`src/hw/rtl/video_base_and_fetch_counter_macros.svh`:
```
// Assertion macros for the video base and fetch counter block.
// Each macro expects clk_i and rst_ni in the scope where it is used.
`ifndef VIDEO_BASE_AND_FETCH_COUNTER_MACROS_SVH
`define VIDEO_BASE_AND_FETCH_COUNTER_MACROS_SVH

// Same-cycle implication, checked outside reset.
`define VBFC_ASSERT_SAME(lbl, ante, cons) \
  lbl: assert property (@(posedge clk_i) disable iff (!rst_ni) (ante) |-> (cons)) \
    else $error("vbfc assertion failed");

// Next-cycle implication, checked outside reset.
`define VBFC_ASSERT_NEXT(lbl, ante, cons) \
  lbl: assert property (@(posedge clk_i) disable iff (!rst_ni) (ante) |=> (cons)) \
    else $error("vbfc assertion failed");

`endif

```
`src/hw/rtl/vbfc_pkg.sv`:
```
// Package for the video base and fetch counter block.
// Holds the transfer payload types, item kind codes and register offsets; no dependencies.
package vbfc_pkg;

  typedef enum logic [2:0] {
    KIND_BYTE_RD  = 3'd0,
    KIND_BYTE_WR  = 3'd1,
    KIND_WORD_RD  = 3'd2,
    KIND_WORD_WR  = 3'd3,
    KIND_VSYNC    = 3'd4,
    KIND_TICK     = 3'd5,
    KIND_ENABLE   = 3'd6
  } kind_e;

  localparam logic [5:0] OFF_BASE_HI = 6'h01;
  localparam logic [5:0] OFF_BASE_MID = 6'h03;
  localparam logic [5:0] OFF_CNT_HI = 6'h05;
  localparam logic [5:0] OFF_CNT_MID = 6'h07;
  localparam logic [5:0] OFF_CNT_LO = 6'h09;
  localparam logic [5:0] OFF_SYNC = 6'h0a;

  localparam int WINDOW_BYTES = 64;
  localparam logic [1:0] FETCH_PHASE = 2'd2;
  localparam logic [23:0] FETCH_STEP = 24'd2;

  typedef struct packed {
    logic [2:0]  kind;
    logic [5:0]  offset;
    logic [15:0] write_data;
    logic        enable;
  } in_item_t;

  typedef struct packed {
    logic [15:0] read_data;
    logic        address_error;
    logic        error_on_write;
    logic        fetch_valid;
    logic [23:0] fetch_address;
    logic        sync_select;
  } out_item_t;

endpackage

```
`src/hw/rtl/vbfc_core.sv`:
```
// State registers and per-item logic of the video base and fetch counter block.
// Depends on vbfc_pkg for the item types, kind codes and register offsets.
module vbfc_core #(
  parameter int LOAD_DELAY = 2
) (
  input  logic                clk_i,
  input  logic                rst_ni,
  input  logic                step_i,
  input  vbfc_pkg::in_item_t  item_i,
  output vbfc_pkg::out_item_t result_o
);

  logic [15:0]           base_q, base_d;
  logic [23:0]           counter_q, counter_d;
  logic [7:0]            sync_q, sync_d;
  logic [1:0]            phase_q, phase_d;
  logic [LOAD_DELAY-1:0] delay_q, delay_d;
  logic                  de_q, de_d;
  logic                  load_active;
  logic [5:0]            off_lo;
  vbfc_pkg::out_item_t   res;

  function automatic logic [7:0] window_byte(input logic [5:0] off, input logic [15:0] base,
                                             input logic [23:0] cnt, input logic [7:0] sync);
    logic [7:0] val;
    val = 8'h00;
    if (int'(off) < vbfc_pkg::WINDOW_BYTES) begin
      unique case (off)
        vbfc_pkg::OFF_BASE_HI:  val = base[15:8];
        vbfc_pkg::OFF_BASE_MID: val = base[7:0];
        vbfc_pkg::OFF_CNT_HI:   val = cnt[23:16];
        vbfc_pkg::OFF_CNT_MID:  val = cnt[15:8];
        vbfc_pkg::OFF_CNT_LO:   val = cnt[7:0];
        vbfc_pkg::OFF_SYNC:     val = sync;
        default:                val = 8'h00;
      endcase
    end
    return val;
  endfunction

  assign off_lo = item_i.offset | 6'd1;

  always_comb begin
    base_d      = base_q;
    counter_d   = counter_q;
    sync_d      = sync_q;
    phase_d     = phase_q;
    delay_d     = delay_q;
    de_d        = de_q;
    load_active = 1'b0;
    res         = '0;

    unique case (vbfc_pkg::kind_e'(item_i.kind)) inside
      vbfc_pkg::KIND_BYTE_RD: begin
        res.read_data = {8'h00, window_byte(item_i.offset, base_q, counter_q, sync_q)};
      end
      vbfc_pkg::KIND_BYTE_WR, vbfc_pkg::KIND_WORD_WR: begin
        if (item_i.kind == vbfc_pkg::KIND_WORD_WR && item_i.offset[0]) begin
          res.address_error  = 1'b1;
          res.error_on_write = 1'b1;
        end else begin
          if (item_i.kind == vbfc_pkg::KIND_BYTE_WR) begin
            if (int'(item_i.offset) < vbfc_pkg::WINDOW_BYTES) begin
              unique case (item_i.offset)
                vbfc_pkg::OFF_BASE_HI:  base_d[15:8] = item_i.write_data[7:0];
                vbfc_pkg::OFF_BASE_MID: base_d[7:0]  = item_i.write_data[7:0];
                vbfc_pkg::OFF_SYNC:     sync_d       = item_i.write_data[7:0];
                default: ;
              endcase
            end
          end else begin
            // The even byte takes the high half and the odd byte the low half.
            if (int'(item_i.offset) < vbfc_pkg::WINDOW_BYTES) begin
              unique case (item_i.offset)
                vbfc_pkg::OFF_SYNC: sync_d = item_i.write_data[15:8];
                default: ;
              endcase
            end
            if (int'(off_lo) < vbfc_pkg::WINDOW_BYTES) begin
              unique case (off_lo)
                vbfc_pkg::OFF_BASE_HI:  base_d[15:8] = item_i.write_data[7:0];
                vbfc_pkg::OFF_BASE_MID: base_d[7:0]  = item_i.write_data[7:0];
                default: ;
              endcase
            end
          end
        end
      end
      vbfc_pkg::KIND_WORD_RD: begin
        if (item_i.offset[0]) begin
          res.address_error = 1'b1;
        end else begin
          res.read_data = {window_byte(item_i.offset, base_q, counter_q, sync_q),
                           window_byte(off_lo, base_q, counter_q, sync_q)};
        end
      end
      vbfc_pkg::KIND_VSYNC: begin
        counter_d = {base_q, 8'h00};
      end
      vbfc_pkg::KIND_TICK: begin
        delay_d[0] = de_q;
        for (int k = 1; k < LOAD_DELAY; k++) begin
          delay_d[k] = delay_q[k-1];
        end
        load_active = delay_d[LOAD_DELAY-1];
        if (phase_q == vbfc_pkg::FETCH_PHASE && load_active) begin
          res.fetch_valid   = 1'b1;
          res.fetch_address = counter_q;
          counter_d         = counter_q + vbfc_pkg::FETCH_STEP;
        end
        phase_d = phase_q + 2'd1;
      end
      vbfc_pkg::KIND_ENABLE: begin
        de_d = item_i.enable;
      end
      default: ;
    endcase

    res.sync_select = sync_d[1];
  end

  assign result_o = res;

  always_ff @(posedge clk_i or negedge rst_ni) begin
    if (!rst_ni) begin
      base_q    <= '0;
      counter_q <= '0;
      sync_q    <= '0;
      phase_q   <= '0;
      delay_q   <= '0;
      de_q      <= 1'b0;
    end else if (step_i) begin
      base_q    <= base_d;
      counter_q <= counter_d;
      sync_q    <= sync_d;
      phase_q   <= phase_d;
      delay_q   <= delay_d;
      de_q      <= de_d;
    end
  end

endmodule

```
`src/hw/rtl/video_base_and_fetch_counter.sv`:
```
// Top level of the video base and fetch counter block: input register, result register.
// Depends on vbfc_pkg, vbfc_core and video_base_and_fetch_counter_macros.svh.
//
//   channel | direction | handshake               | payload
//   in      | input     | in_valid_i / in_ready_o  | in_data_i  (vbfc_pkg::in_item_t)
//   out     | output    | out_valid_o / out_ready_i | out_data_o (vbfc_pkg::out_item_t)
//
// One item is taken per cycle while the output is not stalled; its result is registered in the result register.
// The state update and result logic sit between the input register and the result register.
// Reset clears the valid flags and core state at once, so items are taken as soon as reset is released.
// While out_ready_i is low the result holds and one more item waits in the input register.
`include "video_base_and_fetch_counter_macros.svh"

module video_base_and_fetch_counter #(
  parameter int LOAD_DELAY = 2
) (
  input  logic                clk_i,
  input  logic                rst_ni,
  input  logic                in_valid_i,
  output logic                in_ready_o,
  input  vbfc_pkg::in_item_t  in_data_i,
  output logic                out_valid_o,
  input  logic                out_ready_i,
  output vbfc_pkg::out_item_t out_data_o
);

  logic                s1_valid_q;
  vbfc_pkg::in_item_t  s1_item_q;
  logic                out_valid_q;
  vbfc_pkg::out_item_t out_data_q;
  vbfc_pkg::out_item_t result;
  logic                advance;

  assign advance    = s1_valid_q && (!out_valid_q || out_ready_i);
  assign in_ready_o = !s1_valid_q || advance;

  vbfc_core #(
    .LOAD_DELAY(LOAD_DELAY)
  ) u_core (
    .clk_i   (clk_i),
    .rst_ni  (rst_ni),
    .step_i  (advance),
    .item_i  (s1_item_q),
    .result_o(result)
  );

  always_ff @(posedge clk_i or negedge rst_ni) begin
    if (!rst_ni) begin
      s1_valid_q  <= 1'b0;
      out_valid_q <= 1'b0;
    end else begin
      if (in_ready_o) begin
        s1_valid_q <= in_valid_i;
      end
      if (advance) begin
        out_valid_q <= 1'b1;
      end else if (out_ready_i) begin
        out_valid_q <= 1'b0;
      end
    end
  end

  always_ff @(posedge clk_i) begin
    if (in_ready_o && in_valid_i) begin
      s1_item_q <= in_data_i;
    end
    if (advance) begin
      out_data_q <= result;
    end
  end

  assign out_valid_o = out_valid_q;
  assign out_data_o  = out_data_q;

  `VBFC_ASSERT_NEXT(a_advance_fills_out, advance, out_valid_o)
  `VBFC_ASSERT_SAME(a_stall_only_when_full, !in_ready_o, s1_valid_q && out_valid_o && !out_ready_i)
  `VBFC_ASSERT_SAME(a_write_err_has_err, out_valid_o && out_data_o.error_on_write, out_data_o.address_error)
  `VBFC_ASSERT_SAME(a_fetch_no_err, out_valid_o && out_data_o.fetch_valid, !out_data_o.address_error)

endmodule
```
`config.mk`:
```
export PLATFORM = sky130hd
export DESIGN_NAME = video_base_and_fetch_counter
export DESIGN_NICKNAME = d
export VERILOG_FILES = /design/src/hw/rtl/vbfc_pkg.sv /design/src/hw/rtl/vbfc_core.sv /design/src/hw/rtl/video_base_and_fetch_counter.sv
export VERILOG_INCLUDE_DIRS = /design/src /design/src/hw/rtl
export SDC_FILE = /design/constraint.sdc
export NUM_CORES = 1
export LEC_CHECK = 0
export ABC_AREA = 1
export BUFFER_PORTS_ARGS = -buffer_cell sky130_fd_sc_hd__buf_2
export CAP_MARGIN = 10
export CORE_MARGIN = 2
export CORE_UTILIZATION = 40
export DETAILED_ROUTE_END_ITERATION = 10
export GPL_ROUTABILITY_DRIVEN = 0
export GPL_TIMING_DRIVEN = 1
export PLACE_DENSITY_LB_ADDON = 0.08
export SLEW_MARGIN = 10
export SYNTH_ARGS = -nofsm -noshare
export SYNTH_HDL_FRONTEND = slang
export SYNTH_SLANG_ARGS = --single-unit
export TNS_END_PERCENT = 10
```
`constraint.sdc`:
```
create_clock -name clk_i -period 4.6 [get_ports clk_i]
set_input_delay 0.46 -clock clk_i [delete_from_list [all_inputs] [get_ports clk_i]]
set_output_delay 0.46 -clock clk_i [all_outputs]
set_load 0.05 [all_outputs]
```
==> results by group <==
Run status
  • Outcome: completed

Yosys
  • Register bit count reported by yosys: 122
  • Synth top area cells: edfxtp_1 (33%), dfrtp_1 (21%), nand2_1 (12%)
  • Ys flop type: edfxtp_1
  • Post-Syn Nets: 777
  • Synth Instances: 745
  • Post-synthesis instance area: 6220 µm²
  • Post-synth ARST share: 43.4%
  • Post-synth EDFFs: 69
  • Syn_area_per_cell: 8.35 µm²
  • YS warnings: 0
  • Synth area leader: edfxtp_1
  • Area fraction of the dominant cell type after synthesis: 33.3%
  • Synth cell types: 34
  • Sequential area share after synthesis: 54.6%

Clock network
  • CTS tree: built
  • Clk slew on worst S/H paths: 0.06 ns
  • Postcts setup bufs: 0
  • Max Buffers Root-to-Sink: 2
  • # hold bufs at CTS: 0
  • CTS sink count: 122
  • Clock Latency Late Sink: 0.42 ns
  • Cts bufs inserted: 17
  • Post-CTS resize count: 0
  • H-tree levels: 4
  • Clk root buf: clkbuf_16

Floorplanning
  • Die outline height: 129 µm
  • Core Rows: 45
  • Die Wd: 129 µm
  • Core Area: 15200 µm²
  • DIE AREA: 16600 µm²
  • Initial Util: 40.9%
  • I/O pin count: 76

Timing
  • Period utilization: 52.2%
  • Tightest Pin Transition: 1.18 ns
  • Slew Limit Fails: 0
  • Post-Route Setup TNS: 0 ns
  • RSZ-0062 raised after global routing: false
  • Final setup vio count: 0
  • Final Skew: 0.0110 ns
  • Final Hold Violating Endpoints: 0
  • Headroom to the max-slew limit: 20.5%
  • Fin worst setup slack: 2.20 ns
  • Max Fclk: 0.416 GHz
  • Min Tclk post-route: 2.40 ns

Critical path
  • Max FO, Critical Path: 29
  • CP Launch Type: register
  • Worst setup startpoint: u_core.phase_q[0]$_DFFE_PN0P_
  • Max stage delay on crit path: 0.38 ns
  • Critical-path cell list: inv_1 > ha_1 > nand2_1 > nand2_1 > nand2_1 > nor2_2 > buf_4 > nand2_1 > inv_1 > nand2_1 > o21ai_0 > nor2_1
  • Reg2Reg Setup Slack: 2.20 ns
  • Worst endpoint data arrival time: 2.71 ns
  • CP required: 4.90 ns
  • Max stage delay cell, worst path: dfrtp_1
  • Setup crit end kind: register
  • R2r startpoint: u_core.phase_q[0]$_DFFE_PN0P_
  • Most used cell, CP: nand2_1
  • CP Class: register to register

Flow run
  • Max_cap viols: 0

Routing
  • First-pass DRT Iterations: 6
  • Vias per cell: 5.14
  • Final ANT Viol Nets: 0
  • Wire length per cell: 16.6 µm
  • DRC: 0
  • DR iter-0 viols: 470
  • Vias: 5241
  • DRT Wirelength: 16900 µm

Power and ir drop
  • Reg power frac: 42.8%
  • Pwr per Cell Area: 510 nW/µm²
  • Sw frac: 32.9%
  • Leakage Power: 3.38 nW
  • Total power: 3.73 mW
  • Logic pwr share: 18.9%
  • Sw power: 1.23 mW
  • Internal power: 2.50 mW
  • Clock power share: 38.3%
  • Max VDD drop: 0.245 mV

Global route
  • Grt ovf: 0
  • Initial antenna violation count: 0
  • First-pass GRT wire length: 27000 µm
  • Largest net degree at the start of global routing: 54
  • GR Util All Layers: 21.6%
  • Vias in the first global route: 4998

Layout
  • Share of layout cells above drive strength 1: 16.1%
  • Most frequent cells in the layout: nand2_1 (206), nor2_1 (102), inv_1 (86), buf_2 (74), edfxtp_1 (69)
  • Final Cell Area: 7330 µm²
  • Antenna cell count: 0
  • Area grow syn2layout: 17.8%
  • Final net count: 851
  • Area of the multi-input gates: 2310 µm²
  • Filler cell count: 1470
  • Most common cell after layout, fill and taps aside: nand2_1
  • FF/Latch Area: 3400 µm²

Placement
  • Placed inst area: 6700 µm²
  • DP HPWL: 12500 µm
  • Pre-CTS setup slack: 2.25 ns
  • PortBufs: 74

Min path
  • Hold crit path type: input port to async pin
## logic make-up after synthesis
family	share of synthesized area (%)
buffers and inverters	8.22
AOI/OAI and AO/OA	8.02
DFF	54.6
adders and majority gates	0.402
other	0.0603
xor gates and xnor gates	0.282
and+or+nand+nor	28.2
muxes	0.181
## routing by layer
layer  track usage (%)  vias to the layer above  wire length (µm)
li1                  -                     2581                 -
met1              29.1                     2405              7500
met3              3.78                       32              1140
met2              33.8                      223              7800
met5                 0                        -                 0
met4              10.6                        0               469
## critical path, delay by kind of cell, from the launching register on
family                     cells  cell delay [ns]
buffers and inverters          3             0.72
DFF                            1             0.38
adders and majority gates      1             0.14
AOI/OAI and AO/OA              1             0.09
and+or+nand+nor                7             0.97
## state kept, by name (all words and copies together) (netlist names)
signal,flops
u_core.delay_q,1
u_core.sync_q,8
s1_valid_q,1
out_valid_o,1
u_core.counter_q,23
u_core.phase_q,2
s1_item_q,26
u_core.base_q,16
out_data_o,43
u_core.de_q,1
## power by group through the flow
stage	Combinational [mW]	Sequential [mW]	Clock (mW)
6_report	0.705	1.60	1.43
5_1_grt	0.792	1.62	1.49
4_1_cts	0.707	1.59	1.45
3_5_place_dp	0.704	1.61	0
3_3_place_gp	0.698	1.60	0
2_1_floorplan	0.399	1.67	0
## cells in the mapped netlist, types with 2 or more instances
library cell,instances
nand2_1,206
nor2_1,102
inv_1,87
edfxtp_1,69
nand3_1,55
dfrtp_1,53
o21ai_0,46
a21oi_1,21
o21ai_1,21
nand4_1,17
buf_2,11
inv_2,6
buf_4,5
buf_6,5
nor2_2,5
nor2_4,5
nor3_1,5
nand2_2,4
nand3_2,3
o22ai_1,3
ha_1,2
xor2_1,2
## cell type report
type                    count  area share (%)
multi-input cells         506            31.6
inverters                  95            4.90
flip-flops and latches    122            46.4
clock buffers              23            6.66
well taps                 188            3.21
clock inverters             9            1.95
repair buffers             77            5.36
## path summary, 6_finish.rpt
check,to,cells after the start
min in group clk_i,s1_item_q[17]$_DFFE_PP_,1
max reg2reg,u_core.counter_q[17]$_DFFE_PN0P_,12
max,u_core.counter_q[17]$_DFFE_PN0P_,12
min reg2reg,u_core.phase_q[0]$_DFFE_PN0P_,1
min,s1_valid_q$_DFFE_PN0N_,2
max in group asynchronous,u_core.counter_q[20]$_DFFE_PN0P_,2
## per-stage QoR
| stage | instances | util, % | hold WS, ns |
|---|---|---|---|
| final | 1020 | 48.2 | 0.181 |
| after global routing | 1020 | 48.2 | 0.202 |
| after CTS | 1020 | 48.2 | 0.198 |
| after detailed placement | 988 | 44.1 | 0.458 |
| after global placement | 988 | 44.1 | 0.455 |
| after floorplan | 745 | - | 0.164 |
Power figures use the tool's default switching activity.
